## src/rtl/assert_macros.svh

```systemverilog
// ----------------------------------------------------------------------------
// assert_macros.svh
// assertion helpers shared by the rtl; empty when built for synthesis
// ----------------------------------------------------------------------------
`ifndef ASSERT_MACROS_SVH
`define ASSERT_MACROS_SVH

`ifndef SYNTHESIS

// implication checked on every rising clock edge outside reset
`define ASSERT_CLK(lbl, clk, rst_n, prop, msg) \
    lbl: assert property (@(posedge clk) disable iff (!rst_n) prop) else $error(msg);

// condition that must never be true outside reset
`define ASSERT_NEVER(lbl, clk, rst_n, cond, msg) \
    lbl: assert property (@(posedge clk) disable iff (!rst_n) !(cond)) else $error(msg);

`else

`define ASSERT_CLK(lbl, clk, rst_n, prop, msg)
`define ASSERT_NEVER(lbl, clk, rst_n, cond, msg)

`endif

`endif

```

## src/rtl/pcmn_pkg.sv

```systemverilog
// ----------------------------------------------------------------------------
// pcmn_pkg
// shared types, constants and the drum note table for the pad to midi block
// ----------------------------------------------------------------------------
package pcmn_pkg;

    // number of pads in use; scan is always eight bits wide
    localparam int PAD_COUNT = 8;
    localparam int SCAN_W    = 8;
    localparam int IDX_W     = 3;

    // pads at or above PAD_COUNT are masked off
    localparam logic [SCAN_W-1:0] PAD_MASK =
        (PAD_COUNT >= SCAN_W) ? {SCAN_W{1'b1}} : SCAN_W'((1 << PAD_COUNT) - 1);

    localparam logic [7:0] NOTE_ON_STATUS = 8'h90;

    // register reset values
    localparam logic [3:0] CHANNEL_RESET  = 4'd9;
    localparam logic [6:0] VELOCITY_RESET = 7'd120;

    // configuration register indexes
    typedef enum logic [1:0] {
        CFG_MIDI_CHANNEL   = 2'd0,
        CFG_PRESS_VELOCITY = 2'd1
    } cfg_index_t;

    // sequencer states
    typedef enum logic [2:0] {
        ST_IDLE,
        ST_SCAN,
        ST_STATUS,
        ST_NOTE,
        ST_VEL
    } state_t;

    // which byte of a note-on message is formed
    typedef enum logic [1:0] {
        BYTE_STATUS,
        BYTE_NOTE,
        BYTE_VEL
    } byte_kind_t;

    // request from the sequencer to the byte unit
    typedef struct packed {
        byte_kind_t       kind;
        logic [IDX_W-1:0] idx;
        logic             touched;
    } byte_req_t;

    // fixed drum note per pad
    function automatic logic [7:0] drum_note(input logic [IDX_W-1:0] idx);
        logic [7:0] note;
        unique case (idx)
            3'd0:    note = 8'h34;
            3'd1:    note = 8'h2E;
            3'd2:    note = 8'h2D;
            3'd3:    note = 8'h29;
            3'd4:    note = 8'h2A;
            3'd5:    note = 8'h27;
            3'd6:    note = 8'h26;
            default: note = 8'h23;
        endcase
        return note;
    endfunction

endpackage

```

## src/rtl/pad_change_to_midi_note_on_unit.sv

```systemverilog
// ----------------------------------------------------------------------------
// pad_change_to_midi_note_on_unit
// drum-pad scan to midi note-on byte stream
// ----------------------------------------------------------------------------
// the first byte is registered once the sequencer has walked from pad zero
//   to the first changed pad; pads are visited one per cycle and bytes are
//   formed one per cycle while the output register is free; a new scan is
//   taken only when the sequencer is idle
// an unchanged scan sends nothing
// reset: async active low; previous scan cleared, channel 9, velocity 120
`include "assert_macros.svh"

module pad_change_to_midi_note_on_unit (
    input  logic       clk,
    input  logic       rst_n,
    // scan input; tdata: pad_bits[7:0]
    input  logic       s_tvalid,
    output logic       s_tready,
    input  logic [7:0] s_tdata,
    // byte output; tdata: midi_byte[7:0], tlast: last_byte
    output logic       m_tvalid,
    input  logic       m_tready,
    output logic [7:0] m_tdata,
    output logic       m_tlast,
    // configuration writes
    input  logic       cfg_valid,
    output logic       cfg_ready,
    input  logic [1:0] cfg_index,
    input  logic [7:0] cfg_data
);
    import pcmn_pkg::*;

    logic [SCAN_W-1:0] prev_reg, prev_next;
    logic [SCAN_W-1:0] now_reg, now_next;
    logic [3:0]        chan_reg;
    logic [6:0]        vel_reg;
    logic              out_valid_reg;
    logic [7:0]        out_data_reg;
    logic              out_last_reg;

    logic              s_xfer;
    logic              out_free;
    logic              idle;
    logic              emit;
    logic              emit_last;
    byte_req_t         req;
    state_t            state;
    logic [SCAN_W-1:0] pending;
    logic [IDX_W-1:0]  idx;
    logic [7:0]        byte_val;
    logic [SCAN_W-1:0] masked;

    assign s_tready  = idle;
    assign s_xfer    = s_tvalid && s_tready;
    assign out_free  = !out_valid_reg || m_tready;
    assign cfg_ready = 1'b1;
    assign masked    = s_tdata & PAD_MASK;

    // scan history
    always_comb
    begin
        prev_next = prev_reg;
        now_next  = now_reg;
        if (s_xfer)
        begin
            prev_next = masked;
            now_next  = masked;
        end
    end

    always_ff @(posedge clk or negedge rst_n)
    begin
        if (!rst_n)
            prev_reg <= '0;
        else
            prev_reg <= prev_next;
    end

    always_ff @(posedge clk)
    begin
        now_reg <= now_next;
    end

    // configuration registers
    always_ff @(posedge clk or negedge rst_n)
    begin
        if (!rst_n)
        begin
            chan_reg <= CHANNEL_RESET;
            vel_reg  <= VELOCITY_RESET;
        end
        else if (cfg_valid && cfg_ready)
        begin
            if (cfg_index == CFG_MIDI_CHANNEL)
                chan_reg <= cfg_data[3:0];
            else if (cfg_index == CFG_PRESS_VELOCITY)
                vel_reg <= cfg_data[6:0];
        end
    end

    // pad walker and byte sequencer
    pcmn_sequencer u_seq (
        .clk       (clk),
        .rst_n     (rst_n),
        .start     (s_xfer),
        .changed   (masked ^ prev_reg),
        .now_pads  (now_reg),
        .out_free  (out_free),
        .idle      (idle),
        .emit      (emit),
        .emit_last (emit_last),
        .req       (req),
        .state     (state),
        .pending   (pending),
        .idx       (idx)
    );

    // shared byte former
    pcmn_byte_unit u_byte (
        .req            (req),
        .midi_channel   (chan_reg),
        .press_velocity (vel_reg),
        .midi_byte      (byte_val)
    );

    // output register
    always_ff @(posedge clk or negedge rst_n)
    begin
        if (!rst_n)
            out_valid_reg <= 1'b0;
        else if (emit)
            out_valid_reg <= 1'b1;
        else if (m_tready)
            out_valid_reg <= 1'b0;
    end

    always_ff @(posedge clk)
    begin
        if (emit)
        begin
            out_data_reg <= byte_val;
            out_last_reg <= emit_last;
        end
    end

    assign m_tvalid = out_valid_reg;
    assign m_tdata  = out_data_reg;
    assign m_tlast  = out_last_reg;

    // checks
    `ASSERT_CLK(a_idle_no_pending, clk, rst_n, s_tready |-> (pending == '0),
        "ready with pads still pending")
    `ASSERT_CLK(a_msg_on_changed_pad, clk, rst_n,
        (state == ST_STATUS || state == ST_NOTE || state == ST_VEL) |-> pending[idx],
        "message formed for a pad that did not change")
    `ASSERT_CLK(a_walk_from_pad0, clk, rst_n, s_xfer |=> (idx == '0),
        "pad walk does not start at pad zero")
    `ASSERT_NEVER(a_emit_over_full, clk, rst_n, emit && out_valid_reg && !m_tready,
        "byte formed while output register is held")

endmodule

```

## src/rtl/pcmn_byte_unit.sv

```systemverilog
// ----------------------------------------------------------------------------
// pcmn_byte_unit
// shared byte former: status, note or velocity byte for the current pad
// ----------------------------------------------------------------------------
module pcmn_byte_unit (
    input  pcmn_pkg::byte_req_t req,
    input  logic [3:0]          midi_channel,
    input  logic [6:0]          press_velocity,
    output logic [7:0]          midi_byte
);
    import pcmn_pkg::*;

    // one selected byte per cycle
    always_comb
    begin
        unique case (req.kind)
            BYTE_STATUS: midi_byte = NOTE_ON_STATUS + {4'd0, midi_channel};
            BYTE_NOTE:   midi_byte = drum_note(req.idx);
            BYTE_VEL:    midi_byte = req.touched ? {1'b0, press_velocity} : 8'd0;
            default:     midi_byte = 8'd0;
        endcase
    end

endmodule

```

## src/rtl/pcmn_sequencer.sv

```systemverilog
// ----------------------------------------------------------------------------
// pcmn_sequencer
// walks pads one per cycle, stopping at each changed pad for its three bytes
// ----------------------------------------------------------------------------
module pcmn_sequencer (
    input  logic                          clk,
    input  logic                          rst_n,
    input  logic                          start,
    input  logic [pcmn_pkg::SCAN_W-1:0]   changed,
    input  logic [pcmn_pkg::SCAN_W-1:0]   now_pads,
    input  logic                          out_free,
    output logic                          idle,
    output logic                          emit,
    output logic                          emit_last,
    output pcmn_pkg::byte_req_t           req,
    output pcmn_pkg::state_t              state,
    output logic [pcmn_pkg::SCAN_W-1:0]   pending,
    output logic [pcmn_pkg::IDX_W-1:0]    idx
);
    import pcmn_pkg::*;

    state_t             state_reg, state_next;
    logic [SCAN_W-1:0]  chg_reg, chg_next;
    logic [IDX_W-1:0]   idx_reg, idx_next;
    logic [SCAN_W-1:0]  cur_bit;
    logic [SCAN_W-1:0]  rest;

    assign cur_bit = SCAN_W'(1) << idx_reg;
    assign rest    = chg_reg & ~cur_bit;

    // state registers
    always_ff @(posedge clk or negedge rst_n)
    begin
        if (!rst_n)
        begin
            state_reg <= ST_IDLE;
            chg_reg   <= '0;
            idx_reg   <= '0;
        end
        else
        begin
            state_reg <= state_next;
            chg_reg   <= chg_next;
            idx_reg   <= idx_next;
        end
    end

    // next state
    always_comb
    begin
        state_next = state_reg;
        chg_next   = chg_reg;
        idx_next   = idx_reg;
        unique case (state_reg)
            ST_IDLE:
            begin
                if (start)
                begin
                    state_next = ST_SCAN;
                    chg_next   = changed;
                    idx_next   = '0;
                end
            end
            ST_SCAN:
            begin
                priority if (chg_reg == '0)
                    state_next = ST_IDLE;
                else if (chg_reg[idx_reg])
                    state_next = ST_STATUS;
                else
                    idx_next = idx_reg + IDX_W'(1);
            end
            ST_STATUS:
            begin
                if (out_free)
                    state_next = ST_NOTE;
            end
            ST_NOTE:
            begin
                if (out_free)
                    state_next = ST_VEL;
            end
            ST_VEL:
            begin
                if (out_free)
                begin
                    chg_next   = rest;
                    idx_next   = idx_reg + IDX_W'(1);
                    state_next = (rest == '0) ? ST_IDLE : ST_SCAN;
                end
            end
            default:
                state_next = ST_IDLE;
        endcase
    end

    // outputs
    always_comb
    begin
        idle        = 1'b0;
        emit        = 1'b0;
        emit_last   = 1'b0;
        req.kind    = BYTE_STATUS;
        req.idx     = idx_reg;
        req.touched = now_pads[idx_reg];
        unique case (state_reg)
            ST_IDLE:   idle = 1'b1;
            ST_SCAN:   emit = 1'b0;
            ST_STATUS: emit = out_free;
            ST_NOTE:
            begin
                emit     = out_free;
                req.kind = BYTE_NOTE;
            end
            ST_VEL:
            begin
                emit      = out_free;
                emit_last = (rest == '0);
                req.kind  = BYTE_VEL;
            end
            default:   idle = 1'b0;
        endcase
    end

    assign state   = state_reg;
    assign pending = chg_reg;
    assign idx     = idx_reg;

endmodule

```

## config.mk

```make
export PLATFORM = sky130hd
export DESIGN_NAME = pad_change_to_midi_note_on_unit
export DESIGN_NICKNAME = d
export VERILOG_FILES = /design/src/rtl/pcmn_pkg.sv /design/src/rtl/pad_change_to_midi_note_on_unit.sv /design/src/rtl/pcmn_byte_unit.sv /design/src/rtl/pcmn_sequencer.sv
export VERILOG_INCLUDE_DIRS = /design/src /design/src/rtl
export SDC_FILE = /design/constraint.sdc
export NUM_CORES = 1
export LEC_CHECK = 0
export ABC_AREA = 1
export BUFFER_PORTS_ARGS = -buffer_cell sky130_fd_sc_hd__buf_2
export CELL_PAD_IN_SITES_DETAIL_PLACEMENT = 1
export CELL_PAD_IN_SITES_GLOBAL_PLACEMENT = 1
export CORE_UTILIZATION = 44
export DETAILED_ROUTE_END_ITERATION = 7
export GPL_TIMING_DRIVEN = 0
export PLACE_DENSITY = 0.79
export REMOVE_ABC_BUFFERS = 1
export SETUP_SLACK_MARGIN = 0.02
export SLEW_MARGIN = 5
export SYNTH_ARGS = -nofsm -noshare
export SYNTH_HDL_FRONTEND = slang
export SYNTH_SLANG_ARGS = --single-unit
export TNS_END_PERCENT = 10
```

## constraint.sdc

```tcl
create_clock -name clk -period 2.5 [get_ports clk]
set_clock_uncertainty 0.1 [all_clocks]
set_input_delay 0.375 -clock clk [delete_from_list [all_inputs] [get_ports clk]]
set_output_delay 0.375 -clock clk [all_outputs]
set_load 0.03 [all_outputs]
```

==> qor.json, run 1 <==
{
  "route": {
    "route.antenna.remaining_nets": 0,
    "wl_met2_um": 3102,
    "vias_per_cell": 5.142,
    "highest_metal_used": "met4",
    "detailroute.via_count": 2134,
    "drt-initial-drc-count": 70,
    "drc_violations": 0,
    "post_drt_wl_per_cell_um": 14.58,
    "finalWirelength_um": 6052,
    "met3RoutedLength_um": 159,
    "routedLengthMet1_um": 2780,
    "detail_route.first_pass.iterations": 4
  },
  "global_routing": {
    "grt_pass1_wl_um": 10590,
    "first_global_vias": 2266,
    "antenna_violations_before_repair": 0,
    "grt_max_degree": 35,
    "globalRouteOverflowTotal": 0,
    "groute.usage.overall_pct": 21.40
  },
  "clock_tree": {
    "postCtsSetupRepairBufs": 0,
    "tritoncts_clock_tree": "yes",
    "cts_max_level": 2,
    "ctsRootBufferMaster": "sky130_fd_sc_hd__clkbuf_8",
    "max-clock-path-buffers": 2,
    "ctsHoldBuffers": 0,
    "clock_transition_time_at_the_flip_flop_clock_pins_of_the_worst_setup_and_hold_paths_ns": 0.10,
    "clock_sink_count": 51,
    "numCtsBuffers": 5,
    "ctsResizeCount": 0,
    "clkLatencyLatePin_ns": 0.30
  },
  "pwr": {
    "power_density_nw_per_um2": 1249,
    "net-switching-power_mw": 1.697,
    "comb_power_share_pct": 46.8,
    "clockPowerShare_pct": 15.4,
    "swShare_pct": 44.61,
    "p_int_mw": 2.107,
    "p_seq_share_pct": 37.8,
    "cellLeakagePower_nw": 1.450,
    "peakVddDrop_uv": 472.6
  },
  "place": {
    "placement.cell_area_um2": 2935,
    "port-buffer-count": 32,
    "place_hpwl_um": 4538,
    "globalplace.congestion": 0.8402
  },
  "synthesis": {
    "post_synth_main_area_contributors": "sky130_fd_sc_hd__dfrtp_1 (26%), sky130_fd_sc_hd__edfxtp_1 (19%), sky130_fd_sc_hd__nand2_1 (14%)",
    "synth_edf_count": 17,
    "synthDominantAreaCellType": "sky130_fd_sc_hd__dfrtp_1",
    "synth_sequential_area_ratio_pct": 50.00,
    "synth_commonest_cells": "sky130_fd_sc_hd__nand2_1 (99), sky130_fd_sc_hd__dfrtp_1 (28), sky130_fd_sc_hd__inv_1 (22)",
    "post_synth_num_cell_types": 37,
    "synth_ff_type": "sky130_fd_sc_hd__dfrtp_1",
    "synthesis.area_um2": 2738,
    "synth_largest_type_area_fraction_pct": 25.59,
    "asyncSetResetFlopFracSynth_pct": 66.67,
    "synth.avg_cell_area_um2": 8.888,
    "synth.ff_latch_count": 51,
    "postSynthCellCount": 308,
    "ys.warnings.count": 0,
    "synth_most_common_cell": "sky130_fd_sc_hd__nand2_1"
  },
  "sta": {
    "grt_setup_unrepaired": "no",
    "final_number_of_setup_violating_endpoints": 0,
    "achievable-frequency_ghz": 0.4505,
    "fin_tns_setup_ns": 0,
    "min_period_over_period_pct": 88.79,
    "fin_crit_ns": 2.220,
    "tightestPinTransition_ns": 0.7838,
    "maxSlewViolCount": 0,
    "hold_violations": 0,
    "timing.slew.headroom_pct": 47.75
  },
  "setup_path": {
    "endpoint_kind": "register",
    "cp_max_fo": 13,
    "start_kind": "register",
    "cp.required_ns": 2.46,
    "worst_case_reg_to_reg_path_depth": 6,
    "path_class": "register to register",
    "worst_ep_arrival_time_ns": 2.18
  },
  "run": {
    "maxCapViolations": 0
  },
  "final_layout": {
    "design.final.nets": 368,
    "final.fill_count": 742,
    "antenna_cells_inserted": 0,
    "multi_input_comb_area_um2": 1185,
    "register_area_um2": 1369,
    "final_cell_area_um2": 3047,
    "flow.area_growth_from_synthesis_pct": 11.29,
    "layout_cell_share_with_drive_strength_beyond_1_pct": 23.53
  },
  "floorplan": {
    "fp.coreArea_um2": 5956,
    "effective_utilization_at_floorplan_pct": 45.97,
    "design.portCount": 35,
    "die_width_um": 80.88,
    "die-height_um": 80.88,
    "fp-row-count": 28,
    "design.die.area_um2": 6542
  },
  "run_status": {
    "status": "finished clean"
  },
  "worst_hold_path": {
    "hold_class": "input pin to async pin"
  }
}
-- logic make-up after synthesis --
family	after synthesis	share of synthesized area, %
AND/OR/NAND/NOR	150	24.45
other	1	0.1370
XOR/XNOR	8	2.560
AO/OA/AOI/OAI	50	12.57
flip-flops	51	50.00
multiplexers	2	0.8226
buffers and inverters	40	6.719
adder cells (fa/ha/maj)	6	2.742
-- per-layer routing --
layer,GRT usage [%],up-vias
met4,4.821,0
li1,-,1061
met1,26.51,1042
met3,3.820,2
met2,38.49,29
met5,0,-
-- power by group through the flow --
stage                     clock, mW  sequential, mW  combinational, mW
final                         0.587            1.44               1.78
after global routing          0.623            1.47               2.03
after CTS                     0.598            1.44               1.80
after detailed placement          0            1.46               1.79
after global placement            0            1.44               1.73
after floorplan                   0            1.58               1.21
-- worst paths after layout --
check | startpoint | to | slack, ns
setup / recovery | u_seq.idx[0] | m_tdata[3] | 0.28
hold / removal | rst_n | vel_reg[2] | 0.04
setup reg to reg | u_seq.idx[0] | m_tdata[3] | 0.28
hold reg to reg | prev_reg[1] | prev_reg[1] | 0.40
max in group asynchronous | rst_n | u_seq.pending[2] | 1.76
min in group clk | s_tdata[7] | now_reg[7] | 0.18
-- stage by stage --
stage	setup slack [ns]	hold slack, ns	cells	total power, mW	utilization [%]
floorplan	0.6020	-0.02059	300	2.786	-
global placement	0.2879	0.3718	407	3.164	49.29
detailed placement	0.2617	0.3786	407	3.248	49.29
CTS	0.2792	0.07415	415	3.842	51.16
global route	0.1106	0.1027	415	4.123	51.16
finish	0.2803	0.04388	415	3.804	51.16
-- worst max-delay path, cell delays in order, from the launching register on --
cell and delay [ns]:
sky130_fd_sc_hd__dfrtp_1 0.63, sky130_fd_sc_hd__inv_2 0.21, sky130_fd_sc_hd__ha_1 0.29, sky130_fd_sc_hd__or2_2 0.31, sky130_fd_sc_hd__a21boi_0 0.19, sky130_fd_sc_hd__o21ai_1 0.07, sky130_fd_sc_hd__o21bai_1 0.16
-- final cells by class --
| class | count | area share, % |
|---|---|---|
| clock buffers | 5 | 2.259 |
| clock inverters | 3 | 1.396 |
| inverters | 32 | 4.189 |
| multi-input cells | 217 | 38.89 |
| flip-flops and latches | 51 | 44.93 |
| well taps | 75 | 3.080 |
| repair buffers | 32 | 5.257 |
-- cells in the final DEF, fill, tap and decap left out, types with 5 or more instances in the layout --
| cell | count |
|---|---|
| sky130_fd_sc_hd__o21ai_1 | 7 |
| sky130_fd_sc_hd__edfxtp_1 | 17 |
| sky130_fd_sc_hd__o211ai_1 | 8 |
| sky130_fd_sc_hd__nand4_1 | 6 |
| sky130_fd_sc_hd__dfrtp_1 | 28 |
| sky130_fd_sc_hd__o21ai_0 | 14 |
| sky130_fd_sc_hd__nor2_1 | 19 |
| sky130_fd_sc_hd__buf_2 | 32 |
| sky130_fd_sc_hd__nand3_1 | 11 |
| sky130_fd_sc_hd__xor2_1 | 8 |
| sky130_fd_sc_hd__o21ai_2 | 8 |
| sky130_fd_sc_hd__nand2_1 | 99 |
| sky130_fd_sc_hd__dfstp_2 | 6 |
| sky130_fd_sc_hd__inv_2 | 7 |
| sky130_fd_sc_hd__clkbuf_8 | 5 |
| sky130_fd_sc_hd__ha_1 | 6 |
| sky130_fd_sc_hd__inv_1 | 22 |
Note: power is estimated with default switching activity, not from simulation.
==> inputs of run 2 (changes only) <==
--- a/config.mk
+++ b/config.mk
@@ -6,14 +6,13 @@
 export SDC_FILE = /design/constraint.sdc
 export NUM_CORES = 1
 export LEC_CHECK = 0
-export ABC_AREA = 1
 export BUFFER_PORTS_ARGS = -buffer_cell sky130_fd_sc_hd__buf_2
 export CELL_PAD_IN_SITES_DETAIL_PLACEMENT = 1
 export CELL_PAD_IN_SITES_GLOBAL_PLACEMENT = 1
-export CORE_UTILIZATION = 44
+export CORE_UTILIZATION = 46
 export DETAILED_ROUTE_END_ITERATION = 7
 export GPL_TIMING_DRIVEN = 0
-export PLACE_DENSITY = 0.79
+export PLACE_DENSITY = 0.78
 export REMOVE_ABC_BUFFERS = 1
 export SETUP_SLACK_MARGIN = 0.02
 export SLEW_MARGIN = 5
==> run 2 against run 1 <==
  * Non-clock buffer count did not move
  * Cell count fell by 26%
  * Die area fell by 12%
  * Critical endpoint is now m_tdata[1]
  * Largest cell class unchanged
  * Highest routed layer unchanged
==> qor.json, run 2 <==
{
  "final_layout": {
    "layout_cell_share_with_drive_strength_beyond_1_pct": 32.22,
    "antenna_cells_inserted": 0,
    "flow.area_growth_from_synthesis_pct": 11.65,
    "layout_commonest_cell": "sky130_fd_sc_hd__buf_2",
    "register_area_um2": 1370,
    "multi_input_comb_area_um2": 1042,
    "final.fill_count": 539,
    "layout.cells.non_filler": 309,
    "layout_common_cells": "sky130_fd_sc_hd__buf_2 (32), sky130_fd_sc_hd__dfrtp_1 (27), sky130_fd_sc_hd__o21ai_0 (20)",
    "final_core_utilization_pct": 54.02,
    "design.final.nets": 267
  },
  "synthesis": {
    "asyncSetResetFlopFracSynth_pct": 66.67,
    "synth_ff_type": "sky130_fd_sc_hd__dfrtp_1",
    "dominant_combinational_cell_family_by_area_after_synthesis": "compound AO/OA/AOI/OAI gates",
    "post_synth_num_cell_types": 50,
    "synth_sequential_area_ratio_pct": 54.70,
    "synth_commonest_cells": "sky130_fd_sc_hd__dfrtp_1 (28), sky130_fd_sc_hd__o21ai_0 (20), sky130_fd_sc_hd__mux2_2 (18)",
    "post_synth_main_area_contributors": "sky130_fd_sc_hd__dfrtp_1 (28%), sky130_fd_sc_hd__edfxtp_1 (20%), sky130_fd_sc_hd__mux2_2 (8.1%)",
    "synth.ff_latch_count": 51,
    "yosys-mux-area-fraction_pct": 13.45,
    "synth_edf_count": 17,
    "ys.warnings.count": 0,
    "postSynthCellCount": 206,
    "synth-simple-area-share_pct": 8.350,
    "synth_largest_type_area_fraction_pct": 28.00,
    "synth_adder_area_share_pct": 3.000,
    "compound_gate_fraction_of_synth_area_pct": 13.90,
    "synthXorXnorAreaFrac_pct": 2.800,
    "synthesis.area_um2": 2502,
    "synth.avg_cell_area_um2": 12.15,
    "synthDominantAreaCellType": "sky130_fd_sc_hd__dfrtp_1",
    "synth_most_common_cell": "sky130_fd_sc_hd__dfrtp_1"
  },
  "floorplan": {
    "effective_utilization_at_floorplan_pct": 48.38,
    "fp-row-count": 26,
    "design.portCount": 35,
    "die-height_um": 75.76,
    "fp.coreArea_um2": 5172,
    "design.die.area_um2": 5739,
    "die_width_um": 75.76
  },
  "sta": {
    "timing.slew.headroom_pct": 47.71,
    "final_number_of_setup_violating_endpoints": 0,
    "tightestPinTransition_ns": 0.7843,
    "achievable-frequency_ghz": 0.4491,
    "fin_tns_setup_ns": 0,
    "grt_setup_unrepaired": "no",
    "fin_crit_ns": 2.227,
    "fin_worst_hold_slack_ns": 0.04288,
    "min_period_over_period_pct": 89.07,
    "hold_violations": 0,
    "maxSlewViolCount": 0
  },
  "clock_tree": {
    "clock_transition_time_at_the_flip_flop_clock_pins_of_the_worst_setup_and_hold_paths_ns": 0.09,
    "max-clock-path-buffers": 2,
    "clkLatencyLatePin_ns": 0.30,
    "clock_sink_count": 51,
    "ctsHoldBuffers": 0,
    "ctsRootBufferMaster": "sky130_fd_sc_hd__clkbuf_8",
    "cts_max_level": 2,
    "numCtsBuffers": 5,
    "tritoncts_clock_tree": "yes",
    "postCtsSetupRepairBufs": 0
  },
  "global_routing": {
    "groute.usage.overall_pct": 20.49,
    "grt_max_degree": 35,
    "globalRouteOverflowTotal": 0,
    "first_global_vias": 1713,
    "antenna_violations_before_repair": 0,
    "grt_pass1_wl_um": 8466
  },
  "setup_path": {
    "worst_case_reg_to_reg_path_depth": 5,
    "critical-path-slowest-cell": "sky130_fd_sc_hd__dfrtp_1",
    "cp_max_fo": 13,
    "worstReg2RegEnd": "m_tdata[1]",
    "worst_ep_arrival_time_ns": 2.30,
    "rrSetupSlack_ns": 0.27,
    "path_class": "register to register",
    "critical_path.reg2reg.startpoint": "u_seq.idx[2]",
    "timing.critical_path.slowest_cell_delay_ns": 0.63,
    "cp_cell_instances": "inv_2 -> ha_1 -> or4_1 -> a21oi_1 -> a221o_1",
    "endpoint_kind": "register",
    "cp.required_ns": 2.58,
    "start_kind": "register"
  },
  "pwr": {
    "clockPowerShare_pct": 14.2,
    "swShare_pct": 39.57,
    "cellLeakagePower_nw": 1.144,
    "power.total_mw": 3.280,
    "power_density_nw_per_um2": 1174,
    "p_int_mw": 1.982,
    "p_seq_share_pct": 45.1,
    "comb_power_share_pct": 40.7,
    "net-switching-power_mw": 1.298,
    "peakVddDrop_uv": 605.2
  },
  "route": {
    "detailroute.via_count": 1718,
    "route.antenna.remaining_nets": 0,
    "vias_per_cell": 5.560,
    "drc_violations": 0,
    "drt-initial-drc-count": 60,
    "detail_route.first_pass.iterations": 4,
    "finalWirelength_um": 5167,
    "post_drt_wl_per_cell_um": 16.72
  },
  "place": {
    "place_inst": 301,
    "globalplace.congestion": 0.8383,
    "place_hpwl_um": 3823,
    "port-buffer-count": 32
  },
  "run": {
    "maxCapViolations": 0
  },
  "run_status": {
    "status": "finished clean"
  },
  "worst_hold_path": {
    "hold_class": "input pin to async pin"
  }
}
## run 2: cell types whose count changed in the layout (fill, tap and decap cells not counted), moves of 8 or more
| cell | change |
|---|---|
| sky130_fd_sc_hd__a21oi_1 | +9 |
| sky130_fd_sc_hd__inv_1 | -11 |
| sky130_fd_sc_hd__mux2_2 | +16 |
| sky130_fd_sc_hd__nand2_1 | -89 |
| sky130_fd_sc_hd__nand3_1 | -10 |
| sky130_fd_sc_hd__o21ai_2 | -8 |
| sky130_fd_sc_hd__xnor2_1 | +8 |
| sky130_fd_sc_hd__xor2_1 | -8 |
## run 2: power groups by stage
stage | Clock (mW) | Combinational (mW) | Sequential, mW
after floorplan | 0 | 0.939 | 1.51
after global placement | 0 | 1.30 | 1.48
after detailed placement | 0 | 1.35 | 1.50
after CTS | 0.479 | 1.35 | 1.48
after global routing | 0.505 | 1.49 | 1.53
final | 0.466 | 1.33 | 1.48
## run 2: per-layer routing
| metal | GRT usage, % | vias up | routed length (um) |
|---|---|---|---|
| met1 | 26.56 | 858 | 2376 |
| li1 | - | 819 | - |
| met5 | 0 | - | 0 |
| met2 | 34.32 | 32 | 2556 |
| met4 | 6.996 | 0 | 78 |
| met3 | 4.101 | 9 | 156 |
## run 2: how the worst max path moves through the flow
| stage | startpoint | to | slack, ns | cells past startpoint |
|---|---|---|---|---|
| 3_5_place_dp | u_seq.idx[0] | m_tdata[1] | 0.18 | 5 |
| 3_3_place_gp | u_seq.idx[0] | m_tdata[1] | 0.26 | 5 |
| 4_1_cts | u_seq.idx[0] | m_tdata[1] | 0.14 | 5 |
| 2_1_floorplan | u_seq.state[2] | now_reg[0] | 0.53 | 3 |
| 5_1_grt | u_seq.idx[0] | u_seq.state[0] | 0.13 | 7 |
| 6_report | u_seq.idx[2] | m_tdata[1] | 0.27 | 5 |
## run 2: logic make-up (layout without fill, tap and decap cells)
family / count (synthesis) / count (layout)
other: 1 / 1
buffers and inverters: 20 / 53
DFF: 51 / 51
muxes: 25 / 25
and+or+nand+nor: 41 / 41
xor gates and xnor gates: 8 / 8
AOI/OAI and AO/OA: 54 / 54
adders and majority gates: 6 / 6
## run 2: worst max-delay path: cells and delay by family (launching register included)
| family | cells | cell delay (ns) |
|---|---|---|
| DFF | 1 | 0.63 |
| adders and majority gates | 1 | 0.31 |
| buffers and inverters | 1 | 0.19 |
| AOI/OAI and AO/OA | 2 | 0.35 |
| and+or+nand+nor | 1 | 0.52 |
## run 2: cell type report
| class | instances | area share [%] |
|---|---|---|
| multi-input cells | 135 | 37.30 |
| flip-flops and latches | 51 | 49.04 |
| well taps | 70 | 3.135 |
| clock inverters | 2 | 0.4478 |
| repair buffers | 32 | 5.732 |
| clock buffers | 6 | 2.597 |
| inverters | 13 | 1.747 |
## run 2: per-stage QoR
step / area (um^2) / setup slack [ns]
after global placement: 2708 / 0.2580
after detailed placement: 2708 / 0.1771
final: 2794 / 0.2732
after CTS: 2793 / 0.1443
after floorplan: 2460 / 0.5336
after global routing: 2794 / 0.1292
## run 2: timing repair
action                                  CTS  global route
endpoints found under the setup margin    0             1
endpoints found under the hold margin     0             0
gates resized for setup                   0             1
